<file path="config.mk">
export PLATFORM = sky130hd
export DESIGN_NAME = headset_jack_and_hook_detector
export DESIGN_NICKNAME = d
export VERILOG_FILES = /design/src/hdl/hjd_pkg.sv /design/src/hdl/hjd_cfg.sv /design/src/hdl/hjd_engine.sv /design/src/hdl/headset_jack_and_hook_detector.sv
export SDC_FILE = /design/constraint.sdc
export NUM_CORES = 1
export LEC_CHECK = 0
export ABC_AREA = 1
export CORE_MARGIN = 2
export CORE_UTILIZATION = 40
export CTS_BUF_LIST = sky130_fd_sc_hd__clkbuf_4
export CTS_CLUSTER_DIAMETER = 40
export DETAILED_ROUTE_END_ITERATION = 6
export DONT_BUFFER_PORTS = 1
export GPL_ROUTABILITY_DRIVEN = 0
export SKIP_LAST_GASP = 1
export SLEW_MARGIN = 20
export SYNTH_ARGS = -nofsm -noshare
export SYNTH_HDL_FRONTEND = slang
export SYNTH_SLANG_ARGS = --single-unit
</file>
<file path="constraint.sdc">
create_clock -name clk -period 4 [get_ports clk]
set_clock_uncertainty 0.05 [all_clocks]
set_input_delay 0 -clock clk [delete_from_list [all_inputs] [get_ports clk]]
set_output_delay 0 -clock clk [all_outputs]
set_load 0.01 [all_outputs]
</file>
<file path="src/hdl/hjd_pkg.sv">
// Package for the headset jack and hook detector.
// Holds the beat structs, event and kind codes, and configuration constants.
// No dependencies.
`default_nettype none

package hjd_pkg;

    // Widths fixed by the register map.
    localparam int CFG_TICK_W = 10;
    localparam int CFG_DATA_W = 10;
    localparam int CFG_IDX_W  = 2;

    // Default debounce timer width.
    localparam int TIMER_BITS_DEF = 10;

    // Register reset values.
    localparam logic                  DETECT_ACTIVE_LOW_RST = 1'b1;
    localparam logic [CFG_TICK_W-1:0] JACK_TICKS_RST        = 10'd300;
    localparam logic [CFG_TICK_W-1:0] PRESS_TICKS_RST       = 10'd100;
    localparam logic [CFG_TICK_W-1:0] RELEASE_TICKS_RST     = 10'd30;

    // Configuration register indexes.
    typedef enum logic [CFG_IDX_W-1:0] {
        CFG_DETECT_ACTIVE_LOW = 2'd0,
        CFG_JACK_TICKS        = 2'd1,
        CFG_PRESS_TICKS       = 2'd2,
        CFG_RELEASE_TICKS     = 2'd3
    } cfg_idx_t;

    typedef enum logic [1:0] {
        KIND_NONE  = 2'd0,
        KIND_MIC   = 2'd1,
        KIND_NOMIC = 2'd2
    } kind_t;

    typedef enum logic [1:0] {
        JACK_EV_NONE      = 2'd0,
        JACK_EV_INS_MIC   = 2'd1,
        JACK_EV_INS_NOMIC = 2'd2,
        JACK_EV_REMOVED   = 2'd3
    } jack_ev_t;

    typedef enum logic [1:0] {
        KEY_EV_NONE    = 2'd0,
        KEY_EV_PRESS   = 2'd1,
        KEY_EV_RELEASE = 2'd2
    } key_ev_t;

    // Current configuration as seen by the engine.
    typedef struct packed {
        logic                  detect_active_low;
        logic [CFG_TICK_W-1:0] jack_debounce_ticks;
        logic [CFG_TICK_W-1:0] press_debounce_ticks;
        logic [CFG_TICK_W-1:0] release_debounce_ticks;
    } cfg_t;

    // One tick sample.
    typedef struct packed {
        logic detect_level;
        logic hook_level;
    } sample_t;

    // One result beat.
    typedef struct packed {
        kind_t    device_kind;
        logic     mode_pin;
        jack_ev_t jack_event;
        key_ev_t  key_event;
        logic     key_down;
    } result_t;

endpackage

`default_nettype wire

</file>
<file path="src/hdl/hjd_cfg.sv">
// Configuration register bank for the headset jack and hook detector.
// Depends on hjd_pkg.
`default_nettype none

module hjd_cfg
    import hjd_pkg::*;
(
    input  wire logic                  clk,
    input  wire logic                  rst_n,
    input  wire logic                  cfg_we,
    input  wire logic [CFG_IDX_W-1:0]  cfg_index,
    input  wire logic [CFG_DATA_W-1:0] cfg_wdata,
    output cfg_t                       cfg
);

    cfg_t cfg_reg;
    cfg_t cfg_next;

    // Decode the register index and merge the written field.
    always_comb
    begin
        cfg_next = cfg_reg;
        if (cfg_we)
        begin
            case (cfg_idx_t'(cfg_index))
                CFG_DETECT_ACTIVE_LOW: cfg_next.detect_active_low = cfg_wdata[0];
                CFG_JACK_TICKS:        cfg_next.jack_debounce_ticks = cfg_wdata;
                CFG_PRESS_TICKS:       cfg_next.press_debounce_ticks = cfg_wdata;
                CFG_RELEASE_TICKS:     cfg_next.release_debounce_ticks = cfg_wdata;
                default:               cfg_next = cfg_reg;
            endcase
        end
    end

    // Register bank with documented reset values.
    always_ff @(posedge clk or negedge rst_n)
    begin
        if (!rst_n)
        begin
            cfg_reg.detect_active_low      <= DETECT_ACTIVE_LOW_RST;
            cfg_reg.jack_debounce_ticks    <= JACK_TICKS_RST;
            cfg_reg.press_debounce_ticks   <= PRESS_TICKS_RST;
            cfg_reg.release_debounce_ticks <= RELEASE_TICKS_RST;
        end
        else
        begin
            cfg_reg <= cfg_next;
        end
    end

    assign cfg = cfg_reg;

endmodule

`default_nettype wire

</file>
<file path="src/hdl/hjd_engine.sv">
// Per-tick jack and hook button decision logic with its state registers.
// Depends on hjd_pkg.
`default_nettype none

module hjd_engine
    import hjd_pkg::*;
#(
    parameter int TIMER_BITS = TIMER_BITS_DEF
)
(
    input  wire logic    clk,
    input  wire logic    rst_n,
    input  wire logic    step,
    input  wire sample_t sample,
    input  wire cfg_t    cfg,
    output result_t      result
);

    localparam int CW = (TIMER_BITS > CFG_TICK_W) ? TIMER_BITS : CFG_TICK_W;
    localparam logic [TIMER_BITS-1:0] TMAX = '1;

    // Window length: zero acts as one, large values saturate to the timer range.
    function automatic logic [TIMER_BITS-1:0] win_len(input logic [CFG_TICK_W-1:0] v);
        logic [CW-1:0] ve;
        logic [CW-1:0] tm;
        ve = CW'(v);
        tm = CW'(TMAX);
        if (ve == '0)
            ve = CW'(1);
        if (ve > tm)
            ve = tm;
        return ve[TIMER_BITS-1:0];
    endfunction

    kind_t                 kind_reg,      kind_next;
    logic                  boot_done_reg, boot_done_next;
    logic                  jack_pend_reg, jack_pend_next;
    logic [TIMER_BITS-1:0] jack_tmr_reg,  jack_tmr_next;
    logic                  mode_reg,      mode_next;
    logic                  btn_pend_reg,  btn_pend_next;
    logic [TIMER_BITS-1:0] btn_tmr_reg,   btn_tmr_next;
    logic                  btn_smp_reg,   btn_smp_next;
    logic                  btn_conf_reg,  btn_conf_next;
    logic                  hook_prev_reg, hook_prev_next;

    logic     present;
    logic     hook;
    logic     decide;
    jack_ev_t jack_ev;
    key_ev_t  key_ev;

    // Next state for one tick.
    always_comb
    begin
        hook           = sample.hook_level;
        present        = cfg.detect_active_low ? ~sample.detect_level : sample.detect_level;
        kind_next      = kind_reg;
        boot_done_next = 1'b1;
        jack_pend_next = jack_pend_reg;
        jack_tmr_next  = jack_tmr_reg;
        mode_next      = mode_reg;
        btn_pend_next  = btn_pend_reg;
        btn_tmr_next   = btn_tmr_reg;
        btn_smp_next   = btn_smp_reg;
        btn_conf_next  = btn_conf_reg;
        hook_prev_next = hook;
        jack_ev        = JACK_EV_NONE;
        key_ev         = KEY_EV_NONE;
        decide         = 1'b0;

        // Jack debounce, or an immediate decision on the first tick.
        if (!boot_done_reg)
        begin
            decide = 1'b1;
        end
        else if (jack_pend_reg)
        begin
            jack_tmr_next = jack_tmr_reg - 1'b1;
            if (jack_tmr_next == '0)
            begin
                jack_pend_next = 1'b0;
                if (present == (kind_reg != KIND_NONE))
                begin
                    if (kind_reg == KIND_NONE)
                        mode_next = 1'b0;
                end
                else
                begin
                    decide = 1'b1;
                end
            end
        end
        else if (present != (kind_reg != KIND_NONE))
        begin
            if (kind_reg == KIND_NONE)
                mode_next = 1'b1;
            jack_pend_next = 1'b1;
            jack_tmr_next  = win_len(cfg.jack_debounce_ticks);
        end

        // Settle the jack kind from the present pins.
        if (decide)
        begin
            if (present)
            begin
                mode_next = 1'b1;
                if (hook)
                begin
                    kind_next     = KIND_MIC;
                    btn_conf_next = 1'b1;
                    jack_ev       = JACK_EV_INS_MIC;
                end
                else
                begin
                    kind_next = KIND_NOMIC;
                    jack_ev   = JACK_EV_INS_NOMIC;
                end
            end
            else
            begin
                kind_next     = KIND_NONE;
                btn_conf_next = 1'b1;
                mode_next     = 1'b0;
                jack_ev       = JACK_EV_REMOVED;
            end
        end

        if (boot_done_reg)
        begin
            // Button window expiry.
            if (btn_pend_reg)
            begin
                btn_tmr_next = btn_tmr_reg - 1'b1;
                if (btn_tmr_next == '0)
                begin
                    btn_pend_next = 1'b0;
                    if (!jack_pend_next && kind_next == KIND_MIC &&
                        hook == btn_smp_reg && btn_conf_next != hook)
                    begin
                        btn_conf_next = hook;
                        key_ev        = hook ? KEY_EV_RELEASE : KEY_EV_PRESS;
                    end
                end
            end

            // Hook edge opens a press or release window.
            if (hook != hook_prev_reg && kind_next == KIND_MIC &&
                !btn_pend_next && !jack_pend_next)
            begin
                btn_smp_next  = hook;
                btn_pend_next = 1'b1;
                btn_tmr_next  = hook ? win_len(cfg.release_debounce_ticks)
                                     : win_len(cfg.press_debounce_ticks);
            end
        end
    end

    // Result fields for this tick.
    always_comb
    begin
        result.device_kind = kind_next;
        result.mode_pin    = mode_next;
        result.jack_event  = jack_ev;
        result.key_event   = key_ev;
        result.key_down    = ~btn_conf_next;
    end

    // State registers advance once per accepted tick.
    always_ff @(posedge clk or negedge rst_n)
    begin
        if (!rst_n)
        begin
            kind_reg      <= KIND_NONE;
            boot_done_reg <= 1'b0;
            jack_pend_reg <= 1'b0;
            jack_tmr_reg  <= '0;
            mode_reg      <= 1'b0;
            btn_pend_reg  <= 1'b0;
            btn_tmr_reg   <= '0;
            btn_smp_reg   <= 1'b1;
            btn_conf_reg  <= 1'b1;
            hook_prev_reg <= 1'b1;
        end
        else if (step)
        begin
            kind_reg      <= kind_next;
            boot_done_reg <= boot_done_next;
            jack_pend_reg <= jack_pend_next;
            jack_tmr_reg  <= jack_tmr_next;
            mode_reg      <= mode_next;
            btn_pend_reg  <= btn_pend_next;
            btn_tmr_reg   <= btn_tmr_next;
            btn_smp_reg   <= btn_smp_next;
            btn_conf_reg  <= btn_conf_next;
            hook_prev_reg <= hook_prev_next;
        end
    end

    // A running jack window always has ticks left.
    a_jack_tmr_live: assert property (@(posedge clk) disable iff (!rst_n)
        jack_pend_reg |-> (jack_tmr_reg != '0))
        else $error("jack window running with an empty timer");

    // A running button window always has ticks left.
    a_btn_tmr_live: assert property (@(posedge clk) disable iff (!rst_n)
        btn_pend_reg |-> (btn_tmr_reg != '0))
        else $error("button window running with an empty timer");

    // No jack or button window can open before the first tick has decided the jack.
    a_no_pend_before_boot: assert property (@(posedge clk) disable iff (!rst_n)
        !boot_done_reg |-> (!jack_pend_reg && !btn_pend_reg))
        else $error("debounce window open before first tick");

    // With no device and no window running, mic bias is off.
    a_bias_off_idle: assert property (@(posedge clk) disable iff (!rst_n)
        (kind_reg == KIND_NONE && !jack_pend_reg) |-> !mode_reg)
        else $error("mic bias driven with no device");

endmodule

`default_nettype wire

</file>
<file path="src/hdl/headset_jack_and_hook_detector.sv">
// Top level of the headset jack and hook detector.
// Depends on hjd_pkg, hjd_cfg and hjd_engine.
//
// Usage:
// - The sample channel carries one beat per 1 ms tick: the jack detect pin
//   level and the hook pin level. The result channel returns exactly one
//   beat per sample: device kind, mic bias pin level, jack event, key event
//   and the confirmed key state.
// - A sample is taken into the input register, decided by the engine and
//   written into the result register once that register is empty or its
//   beat is taken; the result is valid from the result register. Throughput
//   is one beat per cycle while the receiver takes each result, set by the
//   single decision stage between the two registers.
// - When the receiver stalls, the result register holds its beat, the input
//   register holds one more sample, and the sample channel then deasserts
//   ready until the result is taken. No beat is lost or repeated.
// - Reset clears both stages and loads the register defaults: active-low
//   detect, jack window 300 ticks, press 100, release 30. The first sample
//   after reset decides the jack at once.
// - The user must write the configuration port only while no beat is in flight (unchecked by the block).
`default_nettype none

module headset_jack_and_hook_detector
    import hjd_pkg::*;
#(
    parameter int TIMER_BITS = TIMER_BITS_DEF
)
(
    input  wire logic                  clk,
    input  wire logic                  rst_n,
    input  wire logic                  sample_valid,
    output logic                       sample_ready,
    input  wire sample_t               sample,
    output logic                       result_valid,
    input  wire logic                  result_ready,
    output result_t                    result,
    input  wire logic                  cfg_we,
    input  wire logic [CFG_IDX_W-1:0]  cfg_index,
    input  wire logic [CFG_DATA_W-1:0] cfg_wdata
);

    logic    in_vld_reg, in_vld_next;
    sample_t in_data_reg;
    logic    res_vld_reg, res_vld_next;
    result_t res_data_reg;
    result_t eng_result;
    cfg_t    cfg;
    logic    advance;
    logic    step;

    hjd_cfg u_cfg (
        .clk       (clk),
        .rst_n     (rst_n),
        .cfg_we    (cfg_we),
        .cfg_index (cfg_index),
        .cfg_wdata (cfg_wdata),
        .cfg       (cfg)
    );

    hjd_engine #(
        .TIMER_BITS (TIMER_BITS)
    ) u_engine (
        .clk    (clk),
        .rst_n  (rst_n),
        .step   (step),
        .sample (in_data_reg),
        .cfg    (cfg),
        .result (eng_result)
    );

    // Pipeline flow: the result stage frees when empty or taken.
    assign advance      = !res_vld_reg || result_ready;
    assign step         = in_vld_reg && advance;
    assign sample_ready = !in_vld_reg || advance;

    always_comb
    begin
        in_vld_next  = sample_valid ? 1'b1 : (in_vld_reg && !advance);
        res_vld_next = advance ? in_vld_reg : res_vld_reg;
        if (!sample_ready)
            in_vld_next = in_vld_reg;
    end

    // Valid flags.
    always_ff @(posedge clk or negedge rst_n)
    begin
        if (!rst_n)
        begin
            in_vld_reg  <= 1'b0;
            res_vld_reg <= 1'b0;
        end
        else
        begin
            in_vld_reg  <= in_vld_next;
            res_vld_reg <= res_vld_next;
        end
    end

    // Payload registers.
    always_ff @(posedge clk)
    begin
        if (sample_valid && sample_ready)
            in_data_reg <= sample;
        if (step)
            res_data_reg <= eng_result;
    end

    assign result_valid = res_vld_reg;
    assign result       = res_data_reg;

endmodule

`default_nettype wire
</file>
# After elaboration in Yosys (flattened, before gate mapping)
# Index checks and enable logic that the tools add are counted.
# classes
addsub	2
mul	0
div	0
order_cmp	3
eq_ne	9
n_shift	0
mux	53
n_bitwise	2
reduce_logical	35
# op_table
cell	count
$mux W10	18
$logic_not A10 Y1	5
$gt A10 B10 Y1 const B	3
$mux W1	30
$sub A10 B1 Y10 const B	2
$mux W2	5
$reduce_and A2 Y1	5
$logic_and A1 B1 Y1	9
$reduce_and A3 Y1	3
$reduce_bool A2 Y1	3
$logic_not A1 Y1	5
$eq A2 B1 Y1 const B	2
$eq A2 B2 Y1 const B	2
$logic_not A2 Y1	2
$reduce_and A4 Y1	1
$ne A1 B1 Y1	3
$eq A1 B1 Y1	2
$logic_or A1 B1 Y1	2
$not A1 Y1	2
# word_totals
regBits	72
latchBits	0
ram_bits	0
mem_bits_ro	0
input_bits	19
out_inout_bits	10
elab_cells	127
mem_count	0

# Depth between registers and ports, before layout
# Gate-level depths: netlist (run 1).
# depth
depth_word	18
mapped_depth	17
ltp_nobuf	17

# Modules after synthesis
# Synthesis (run 1) repeated with hierarchy kept, for this count alone.
# unflattened
hier_cells	539
area_unflattened_um2	4292.9
# modules_own_cells
module	instances	cells_each	area_per_inst_um2	seq_area_each_um2
hjd_engine	1	374	2459.9	729.4
hjd_cfg	1	143	1437.6	790.8
headset_jack_and_hook_detector	1	22	395.4	350.3

# Worst setup path after synthesis (run 1)
# Ideal clock, no wire load.
# synth_timing
kind	flip-flop to flip-flop
startpoint	reg u_engine.jack_tmr_reg[0]
endpoint	reg u_engine.btn_tmr_reg[0]
setup_time_ns	0.117
arrival_time_ns	2.081
path_slack_ns	1.753
stages_incl_launch_ff	15
path_buffers	1
synth_period_minus_slack_ns	2.247
cell_sequence	dfrtp_1 -> inv_1 -> ha_1 -> nand3_2 -> o21ai_1 -> nand2_1 -> nor2_1 -> nand4_2 -> nand3_1 -> nand2_1 -> nor2_4 -> nand3_4 -> buf_6 -> nand3_1 -> nand2_1
# synth_between
elab_chain_cells	12
elab_cells_between_ends	17
classes_between	add/sub (1); eq/ne (1); mux (8); reduce/logical (7)
# synth_rtl
element	line_no	source
start, declared	hjd_engine.sv:38	logic [TIMER_BITS-1:0] jack_tmr_reg, jack_tmr_next;
start signal, assigned	hjd_engine.sv:189	jack_tmr_reg <= jack_tmr_next;
$sub A10 B1 Y10 (*)	hjd_engine.sv:78	jack_tmr_next = jack_tmr_reg - 1'b1;
$logic_not A10 Y1 (*)	hjd_engine.sv:79	if (jack_tmr_next == '0)
$mux W1	hjd_engine.sv:79	
$mux W1	hjd_engine.sv:76	else if (jack_pend_reg)
$mux W1	hjd_engine.sv:72	if (!boot_done_reg)
$mux W2	hjd_engine.sv:102	if (decide)
$eq A2 B1 Y1	hjd_engine.sv:147	if (hook != hook_prev_reg && kind_next == KIND_MIC &&
$logic_and A1 B1 Y1 (2 in series)	hjd_engine.sv:147	
$logic_and A1 B1 Y1 (*)	hjd_engine.sv:148	!btn_pend_next && !jack_pend_next)
$reduce_bool A2 Y1 (no source line)	-	
$reduce_and A3 Y1 (no source line)	-	
end signal, assigned	hjd_engine.sv:192	btn_tmr_reg <= btn_tmr_next;
end, declared	hjd_engine.sv:41	logic [TIMER_BITS-1:0] btn_tmr_reg, btn_tmr_next;
# Mark *: on every way between the ends. The rest lies on a longest branch, timed or not.
# A chain may end at the register's enable or synchronous reset.

# Final worst setup path (run 1)
# layout_timing
startpoint	reg u_engine.jack_tmr_reg[0]
endpoint	reg u_engine.btn_tmr_reg[7]
# The elaborated chain is that of the path after synthesis.

==> results of run 1 <==
[critical path, cell delays in order, from the launching register on]
cell     delay, ns
dfrtp_1       0.42
inv_1         0.16
ha_1          0.26
nand3_2       0.14
xor2_1        0.21
nand2_1       0.11
nor2_2        0.15
nand3_2       0.10
o21ai_2       0.16
nand3_2       0.11
nor2_4        0.29
nand3_4       0.24
nand2_2       0.25
nand2_1       0.09
nand2_1       0.06
[worst paths after layout]
check	from	to	slack, ns	cells after the start
max in group asynchronous	rst_n	u_engine.hook_prev_reg	3.51	2
min reg2reg	u_engine.btn_conf_reg	u_engine.btn_conf_reg	0.43	2
min	rst_n	u_cfg.cfg[20]	0.07	2
max	u_engine.jack_tmr_reg[0]	u_engine.btn_tmr_reg[7]	1.13	14
max reg2reg	u_engine.jack_tmr_reg[0]	u_engine.btn_tmr_reg[7]	1.13	14
min in group clk	cfg_we	u_cfg.cfg[23]	0.08	2
[cell usage in the layout, fill, tap and decap left out, types with 2 or more instances in the layout]
master | netlist | final
nand2_2 | 4 | 4
edfxtp_1 | 10 | 10
dfstp_2 | 15 | 15
nand3_1 | 37 | 37
nor2_4 | 2 | 2
dlygate4sd3_1 | 0 | 19
o211ai_1 | 3 | 3
ha_1 | 4 | 4
xnor2_1 | 6 | 6
xor2_1 | 4 | 4
dfrtp_1 | 47 | 47
clkinv_2 | 0 | 3
inv_1 | 40 | 40
nand4_1 | 3 | 3
nor2_1 | 31 | 31
o31ai_1 | 3 | 3
o21ai_1 | 3 | 3
nor2_2 | 5 | 5
a21oi_1 | 3 | 3
nor3_1 | 2 | 2
nand2_1 | 162 | 162
nor4_1 | 7 | 7
inv_2 | 3 | 3
clkbuf_4 | 0 | 12
o21ai_0 | 51 | 51
nand3_2 | 3 | 3
[layer usage]
metal | share of wire, % | global-route usage, % | vias up
met1 | 49 | 23.7 | 1401
met2 | 45 | 27.1 | 72
met4 | 1.1 | 6.24 | 0
met5 | 0 | 0 | -
met3 | 4.8 | 5.11 | 6
li1 | - | - | 1585
[cell type report]
cell class                      count  area [um^2]  share of cell area, %
Timing Repair Buffer               20          218                   5.18
Clock inverter                      4         22.5                  0.535
Clock buffer                       12         90.1                   2.14
Sequential cell                    72         1870                   44.5
Inverter                           44          165                   3.93
Tap cell                          129          161                   3.84
Multi-Input combinational cell    346         1680                   39.9
[power groups by stage]
stage / Combinational, uW / Sequential [uW] / Clock (uW)
after floorplan: 878 / 1080 / 0
after global placement: 1000 / 1140 / 0
after detailed placement: 1010 / 1140 / 0
after CTS: 1050 / 1130 / 412
after global routing: 1220 / 1160 / 438
final: 1050 / 1130 / 391
[timing repair]
action | in CTS | in global routing
hold buffers | 20 | 0
hold endpoints to repair | 99 | 0
buffers inserted | 0 | 0
[logic make-up after synthesis]
group | count (synthesis) | synth area share [%]
adder cells (fa/ha/maj) | 4 | 1.32
AO/OA/AOI/OAI | 70 | 10.1
buffers and inverters | 62 | 6.55
AND/OR/NAND/NOR | 261 | 30.0
XOR/XNOR | 11 | 2.73
flip-flops | 72 | 49.2
[metrics by stage]
| step | cell area (um^2) | util [%] | total power (uW) | std cells | hold slack (ns) |
|---|---|---|---|---|---|
| 2_1_floorplan | 3800 | - | 1960 | 480 | -0.346 |
| 3_3_place_gp | 3880 | 41.9 | 2140 | 591 | -0.343 |
| 3_5_place_dp | 3880 | 41.9 | 2150 | 591 | -0.344 |
| 4_1_cts | 4210 | 45.5 | 2590 | 627 | 0.0175 |
| 5_1_grt | 4210 | 45.5 | 2820 | 627 | 0.0499 |
| 6_report | 4210 | 45.5 | 2570 | 627 | 0.0703 |
==> qor.txt, run 1 <==
Syn_nets -> 503
CTS max path bufs -> 2
Async SR Flop Fraction -> 86.1%
Pwr dens -> 610 nW/um^2
DP Worst Slack -> 1.15 ns
Num CTS Buffers -> 9
Clk slew on worst S/H paths -> 0.11 ns
Total gr overflow -> 0
DR vias -> 3064
Largest net degree at the start of global routing -> 63
Main synth FF type -> dfrtp_1
Syn-to-layout area delta -> 10.7%
CP Capture Type -> flop
Setup TNS -> 0 ns
H-tree levels -> 3
Max_slew headroom -> 47.7%
Startpoint types -> flop
Most common cell in the netlist -> nand2_1
Syn Std Cell Area -> 3800 um^2
Ys Warns -> 0
HPWL Detailed -> 5600 um
Clk network pwr share -> 15.2%
Clock Sinks -> 72
Largest register FFs -> 31
Net Sw Power -> 1080 uW
Arrival @ worst endpoint -> 3.18 ns
Final WS setup -> 1.13 ns
Die ar. -> 10300 um^2
Status -> completed
DRC -> 0
Max Slew Vio Count -> 0
Slew @ Worst Pin -> 0.782 ns
Max_cap viols -> 0
Fillers -> 923
PortBufs -> 0
Vias per cell -> 4.89
# rows -> 35
Share of cells above drive strength 1 -> 11.0%
#FFs+latches synth -> 72
Total GRT Usage -> 17.6%
First-pass GRT wire length -> 13900 um
Synth unique cells -> 40
Post-layout min period -> 2.87 ns
Reg power frac -> 44.0%
Initial Utilization -> 41.1%
CTS tree -> done
Post-cts gate resize count -> 0
Critical Setup Path Class -> reg -> reg
Initial antenna violation count -> 0
Most frequent cells after synthesis -> nand2_1 (162), o21ai_0 (51), dfrtp_1 (47), inv_1 (40), nand3_1 (37)
Ports -> 29
Setup violations, final -> 0
Remaining antenna violation count -> 0
Largest cells by area after synthesis -> dfrtp_1 (31%), nand2_1 (16%), dfstp_2 (10%)
Clk root buf -> clkbuf_4
Synth top area share -> 31.0%
Ant diodes -> 0
DR pass1 iterations -> 5
RSZ-0062 raised after global routing -> no
Worst EP required -> 4.31 ns
Die height -> 101 um
Cells after synthesis -> 480
Fin. Hold Viols -> 0
Worst Path Max Fanout -> 14
Final wirelength -> 8140 um
Die X -> 101 um
Max Fclk -> 0.349 GHz
Core ar. -> 9240 um^2
DR iter-0 viols -> 195
Combinational Power Share -> 40.8%
Fin nets -> 516
Synth area leader -> dfrtp_1
Final worst path period share -> 71.6%
HP Class -> in -> async
Drt wl/cell -> 13.0 um
Switching share of power -> 42.1%
Leak Pwr -> 0.00200 uW
Synthesized area per cell -> 7.91 um^2
Vias in the first global route -> 3037
Int Power -> 1490 uW
Sequential area share after synthesis -> 49.2%
Number of synthesized flops with an enable pin -> 10
Peak VDD IR -> 0.233 mV
Worst-Skew Late Latency -> 0.42 ns
Power figures use the tool's default switching activity.
==> run 2, diff against run 1 <==
Clock period 4 ns to 2.8 ns, I/O delays scaled along.
==> run 2 against run 1 <==
Global-route usage increased by 1.1 points; die area unchanged; power up 47%; highest routed layer unchanged.
==> qor.txt, run 2 (synthesis results as in run 1) <==
Worst Path Max Fanout -> 6 (-8)
Int Power -> 2150 uW (+45%)
Max_cap viols -> 0 (unchanged)
Most common cell after layout, fill and taps aside -> nand2_1
Critical Setup Path Class -> reg -> reg
Worst EP required -> 3.08 ns (-1.23 ns)
H-tree levels -> 3 (unchanged)
DP Worst Slack -> 0.202 ns (-0.945 ns)
CTS max path bufs -> 2 (unchanged)
Fin nets -> 527 (+2.1%)
# rows -> 35 (unchanged)
Clk network pwr share -> 15.2% (about the same)
DRC -> 0 (unchanged)
Busiest metal layer after global routing -> met2
Fillers -> 932 (+0.98%)
Max_slew headroom -> 55.6% (+7.9 points)
Remaining antenna violation count -> 0 (unchanged)
DR vias -> 3168 (+3.4%)
First-pass GRT wire length -> 14900 um (+7.2%)
Clk slew on worst S/H paths -> 0.14 ns (+0.03 ns)
Max Fclk -> 0.395 GHz (+13%)
Flop2flop setup slack -> 0.27 ns (-0.86 ns)
Die height -> 101 um (unchanged)
Final WS setup -> 0.271 ns (-0.864 ns)
Startpoint types -> flop
Met2 Usage GRT -> 29.1% (+2.1 points)
Die ar. -> 10300 um^2 (unchanged)
Reg2Reg Depth -> 14 (unchanged)
Drt wl/cell -> 13.4 um (+3.4%)
R2R Path Start -> u_engine.jack_tmr_reg[0]
Die X -> 101 um (unchanged)
Largest register FFs -> 31 (unchanged)
Worst-Skew Late Latency -> 0.45 ns (+0.03 ns)
Vias in the first global route -> 3136 (+3.3%)
Routing usage on met3 -> 4.97% (-0.14 points)
PortBufs -> 0 (unchanged)
Num CTS Buffers -> 9 (unchanged)
Total GRT Usage -> 18.6% (+1.1 points)
Final worst path period share -> 90.3% (+19 points)
Reg power frac -> 42.1% (-1.9 points)
Ant diodes -> 0 (unchanged)
DR pass1 iterations -> 4 (-1)
Hold WS -> 0.00174 ns (-0.0686 ns)
RR Endpoint -> u_engine.btn_tmr_reg[5]
Core ar. -> 9240 um^2 (unchanged)
Arrival @ worst endpoint -> 2.81 ns (-0.37 ns)
CTS tree -> done
RSZ-0062 raised after global routing -> no
HPWL Detailed -> 5890 um (+5.1%)
HP Class -> in -> async
Switching share of power -> 43.0% (+0.93 points)
Final Core Density -> 46.6% (+1.1 points)
Met1 usage -> 25.6% (+1.9 points)
Initial antenna violation count -> 0 (unchanged)
Combinational Power Share -> 42.7% (+1.9 points)
DR iter-0 viols -> 180 (-7.7%)
Slew @ Worst Pin -> 0.665 ns (-0.117 ns)
Net Sw Power -> 1630 uW (+51%)
Fin. Hold Viols -> 0 (unchanged)
Status -> completed
Syn-to-layout area delta -> 13.3%
Clk root buf -> clkbuf_4
Share of cells above drive strength 1 -> 13.6% (+2.5 points)
CP Capture Type -> flop
Pwr dens -> 878 nW/um^2 (+44%)
Ports -> 29 (unchanged)
Largest net degree at the start of global routing -> 63 (unchanged)
Total gr overflow -> 0 (unchanged)
Post-layout min period -> 2.53 ns (-0.336 ns)
Commonest non-fill, non-tap cells in the layout -> nand2_1 (162), o21ai_0 (51), dfrtp_1 (47)
Setup TNS -> 0 ns (unchanged)
Clock Sinks -> 72 (unchanged)
Initial Utilization -> 41.1% (unchanged)
Max Slew Vio Count -> 0 (unchanged)
Setup violations, final -> 0 (unchanged)
Vias per cell -> 4.97 (+1.6%)
Peak VDD IR -> 0.276 mV (+18%)
Final wirelength -> 8560 um (+5.2%)
Leak Pwr -> 0.00205 uW (+2.4%)
run 2: power groups by stage:
stage	Clock, uW	Sequential (uW)	Combinational [uW]
after floorplan	0	1540	1250
after global placement	0	1600	1500
after detailed placement	0	1610	1530
after CTS	598	1590	1590
after global routing	644	1630	1860
final	573	1590	1610
run 2: worst max-delay path by stage:
stage | start | to | slack, ns | depth (start not counted)
3_3_place_gp | u_engine.btn_tmr_reg[0] | u_engine.btn_tmr_reg[5] | 0.27 | 11
3_5_place_dp | u_engine.jack_tmr_reg[0] | u_engine.btn_tmr_reg[3] | 0.20 | 14
4_1_cts | u_engine.jack_tmr_reg[0] | u_engine.btn_tmr_reg[5] | 0.15 | 14
6_report | u_engine.jack_tmr_reg[0] | u_engine.btn_tmr_reg[5] | 0.27 | 14
2_1_floorplan | u_engine.jack_tmr_reg[0] | u_engine.btn_tmr_reg[0] | 0.55 | 14
5_1_grt | u_engine.jack_tmr_reg[0] | u_engine.btn_tmr_reg[1] | 0.02 | 15
run 2: per-layer routing:
layer | vias to the layer above | wire length [um]
li1 | 1609 | -
met1 | 1482 | 4170
met2 | 71 | 3910
met3 | 6 | 395
met4 | 0 | 90
met5 | - | 0
run 2: final cells by class:
class                   instances  area, um^2  share of cell area, %
multi-input cells             346        1700                   39.4
clock inverters                 6        36.3                  0.843
inverters                      44         165                   3.84
clock buffers                  10        75.1                   1.74
flip-flops and latches         72        1870                   43.4
well taps                     129         161                   3.75
repair buffers                 31         300                   6.97
run 2: critical path, cell delays in order (launching register included):
cell and delay, ns:
dfrtp_1 0.43, inv_2 0.11, ha_2 0.22, nand3_2 0.14
o21ai_1 0.20, nand2_1 0.09, nor2_2 0.14, nand4_2 0.15
nand3_1 0.13, nand3_2 0.11, nor2_4 0.18, nand3_4 0.14
buf_4 0.18, nand3_1 0.07, nand2_1 0.06
run 2: metrics by stage:
step | total power [uW] | cells | instance area (um^2)
after detailed placement | 3140 | 598 | 3930
after global placement | 3100 | 598 | 3930
after CTS | 3770 | 634 | 4260
final | 3780 | 638 | 4310
after global routing | 4140 | 638 | 4310
after floorplan | 2790 | 480 | 3800
run 2: what timing repair did:
action                                 4_1_cts  5_1_grt
resized for setup                            0        5
setup endpoints to repair                    0       12
buffers inserted                             0        4
endpoints found under the hold margin       99        0
hold buffers                                20        0
==> run 3, diff against run 2 <==
--- a/config.mk
+++ b/config.mk
@@ -6,5 +6,4 @@
 export NUM_CORES = 1
 export LEC_CHECK = 0
-export ABC_AREA = 1
 export CORE_MARGIN = 2
 export CORE_UTILIZATION = 40
==> constraint.sdc (replaced) <==
create_clock -name clk -period 2.8 [get_ports clk]
set_clock_uncertainty 0.05 [all_clocks]
set_input_delay 0.56 -clock clk [delete_from_list [all_inputs] [get_ports clk]]
set_output_delay 0.56 -clock clk [all_outputs]
set_load 0.01 [all_outputs]
==> run 3 against run 2 <==
Clock-buffer cell count shrank 1; first-iteration DRC count down 11%; hold slack better by 0.19 ns; routed wire length fell by 4.7%; synthesized cell count down 28%; sequential share of layout area is 0.39 points higher; critical path type unchanged.
==> qor.txt, run 3 <==
Status -> completed
Non-filler cells, final -> 488 (-24%)
CP max stage cell -> a2111o_1
Number of synthesized flops with an enable pin -> 10 (unchanged)
Commonest non-fill, non-tap cells in the layout -> dfrtp_1 (47), nand2_1 (36), mux2_2 (35)
Share of cells above drive strength 1 -> 29.4% (+16 points)
Worst setup endpoint -> u_engine.btn_tmr_reg[2]
Drt wl/cell -> 16.7 um (+25%)
Leak Pwr -> 0.00175 uW (-15%)
DR vias -> 2721 (-14%)
Reg2Reg Depth -> 10 (-4)
Max_cap viols -> 0 (unchanged)
Syn_nets -> 371 (-26%)
Clock Sinks -> 72 (unchanged)
Ys Warns -> 0 (unchanged)
#FFs+latches synth -> 72 (unchanged)
Die X -> 101 um (-0.49%)
Crit path launch -> u_engine.btn_tmr_reg[1]
Arrival @ worst endpoint -> 2.96 ns (+0.15 ns)
Largest register FFs -> 31 (unchanged)
Synth top area share -> 31.3% (+0.32 points)
Max Slew Vio Count -> 0 (unchanged)
Ant diodes -> 0 (unchanged)
Fin. Hold Viols -> 0 (unchanged)
Startpoint types -> flop
Fin nets -> 395 (-25%)
Syn Std Cell Area -> 3760 um^2 (-1.0%)
Clk root buf -> clkbuf_4
Syn-to-layout area delta -> 13.5%
Vias in the first global route -> 2620 (-16%)
Vias per cell -> 5.58 (+12%)
DRC -> 0 (unchanged)
Most common cell in the netlist -> dfrtp_1
Sequential area share after synthesis -> 49.8% (+0.51 points)
HP Class -> in -> reg
PortBufs -> 0 (unchanged)
Cell Chain, Critical Path -> inv_1, ha_1, nor3b_2, nor4b_2, a31oi_1, o31ai_2, nand2_2, a2111o_1, a21o_1, a22o_2
Worst EP required -> 3.06 ns (-0.02 ns)
Remaining antenna violation count -> 0 (unchanged)
Worst Path Max Fanout -> 7 (+1)
CP Capture Type -> flop
Num CTS Buffers -> 9 (unchanged)
Final instance area -> 4270 um^2 (-0.90%)
DR iter-0 viols -> 161 (-11%)
Synthesized area per cell -> 10.8 um^2 (+37%)
Core ar. -> 9200 um^2 (-0.47%)
Main synth FF type -> dfrtp_1
Post-placement cell area -> 4010 um^2 (+2.0%)
Slew @ Worst Pin -> 0.664 ns (-0.000343 ns)
Final Core Density -> 46.4% (-0.20 points)
Async SR Flop Fraction -> 86.1% (unchanged)
Post-layout min period -> 2.70 ns (+0.174 ns)
Clk slew on worst S/H paths -> 0.12 ns (-0.02 ns)
DR pass1 iterations -> 4 (unchanged)
Ports -> 29 (unchanged)
Final wirelength -> 8160 um (-4.7%)
Die height -> 101 um (-0.49%)
R2R Path Start -> u_engine.btn_tmr_reg[1]
Die ar. -> 10200 um^2 (-0.98%)
Peak VDD IR -> 0.309 mV (+12%)
Critical Setup Path Class -> reg -> reg
Final worst path period share -> 96.5% (+6.2 points)
Initial antenna violation count -> 0 (unchanged)
Synth area leader -> dfrtp_1
First-pass GRT wire length -> 13300 um (-10%)
Largest cells by area after synthesis -> dfrtp_1 (31%), dfstp_2 (10%), mux2_2 (10%)
Setup violations, final -> 0 (unchanged)
Most common cell after layout, fill and taps aside -> dfrtp_1
# rows -> 35 (unchanged)
Power Total -> 2770 uW (-27%)
Synth unique cells -> 58 (+45%)
Most frequent cells after synthesis -> dfrtp_1 (47), nand2_1 (36), mux2_2 (35), nor2_1 (22), a21oi_1 (19)
Worst-Skew Late Latency -> 0.41 ns (-0.04 ns)
Max_slew headroom -> 55.3% (-0.26 points)
CTS tree -> done
Flop2flop setup slack -> 0.1 ns (-0.17 ns)
RR Endpoint -> u_engine.btn_tmr_reg[2]
Initial Utilization -> 40.9% (-0.23 points)
Largest stage delay on the critical path -> 0.55 ns (+0.12 ns)
Largest net degree at the start of global routing -> 63 (unchanged)
Max Fclk -> 0.370 GHz (-6.4%)
Total gr overflow -> 0 (unchanged)
Placed insts -> 467 (-22%)
Total GRT Usage -> 17.0% (-1.6 points)
CTS max path bufs -> 2 (unchanged)
Cells after synthesis -> 348 (-28%)
Pwr dens -> 649 nW/um^2 (-26%)
HPWL Detailed -> 5740 um (-2.5%)
H-tree levels -> 3 (unchanged)
-- run 3: cell type report --
class	instances	area, um^2
Fill cell	877	4930
Sequential cell	72	1870
Multi-Input combinational cell	251	1850
Timing Repair Buffer	26	221
Tap cell	111	139
Clock inverter	7	71.3
Clock buffer	9	67.6
Inverter	12	45.0
-- run 3: kinds of logic (layout without fill, tap and decap cells) --
kind of cell | count (synthesis) | in the layout | share of synthesized area (%)
AOI/OAI and AO/OA | 74 | 74 | 13.9
adders and majority gates | 4 | 4 | 1.33
xor gates and xnor gates | 8 | 8 | 2.06
DFF | 72 | 72 | 49.8
buffers and inverters | 25 | 54 | 2.53
and+or+nand+nor | 114 | 114 | 15.6
muxes | 51 | 51 | 14.9
-- run 3: how the worst min path moves through the flow --
stage / slack (ns) / to / cells after the start / from
2_1_floorplan: 0.21 / in_vld_reg / 0 / rst_n
3_3_place_gp: 0.22 / u_engine.btn_tmr_reg[2] / 0 / rst_n
3_5_place_dp: 0.22 / u_engine.btn_tmr_reg[1] / 0 / rst_n
4_1_cts: 0.17 / in_data_reg[0] / 0 / sample[0]
5_1_grt: 0.14 / in_data_reg[1] / 0 / sample[1]
6_report: 0.19 / in_data_reg[0] / 0 / sample[0]
-- run 3: what timing repair did --
| item | CTS | global route |
|---|---|---|
| pin swaps | 0 | 4 |
| hold buffers | 2 | 0 |
| buffers inserted | 0 | 3 |
| resized for setup | 2 | 12 |
| endpoints found under the setup margin | 3 | 13 |
| endpoints found under the hold margin | 62 | 0 |
-- run 3: through the flow --
stage                     worst slack, ns  hold slack, ns  setup TNS [ns]
after floorplan                   0.00963           0.214               0
after global placement             0.0763           0.217               0
after detailed placement          -0.0547           0.217         -0.0940
after CTS                         0.00743           0.166               0
after global routing              -0.0466           0.141          -0.122
final                              0.0968           0.190               0
-- run 3: per-layer routing --
| layer | global-route usage [%] | vias up | part of all wire, % |
|---|---|---|---|
| met5 | 0 | - | 0 |
| met1 | 24.0 | 1326 | 48 |
| met4 | 4.99 | 0 | 1.1 |
| met2 | 25.6 | 58 | 46 |
| li1 | - | 1330 | - |
| met3 | 4.65 | 7 | 4.7 |
-- run 3: critical path: cells and delay by family, from the launching register on --
family | cells | cell delay (ns)
AOI/OAI and AO/OA | 5 | 1.32
adders and majority gates | 1 | 0.19
buffers and inverters | 1 | 0.09
DFF | 1 | 0.42
and+or+nand+nor | 3 | 0.52
-- run 3: power breakdown --
part	total (uW)	leakage [uW]	internal [uW]	switching, uW
clock	665	0.0000778	273	392
sequential	1430	0.000815	1260	173
combinational	670	0.000861	328	342
total	2770	0.00175	1860	907
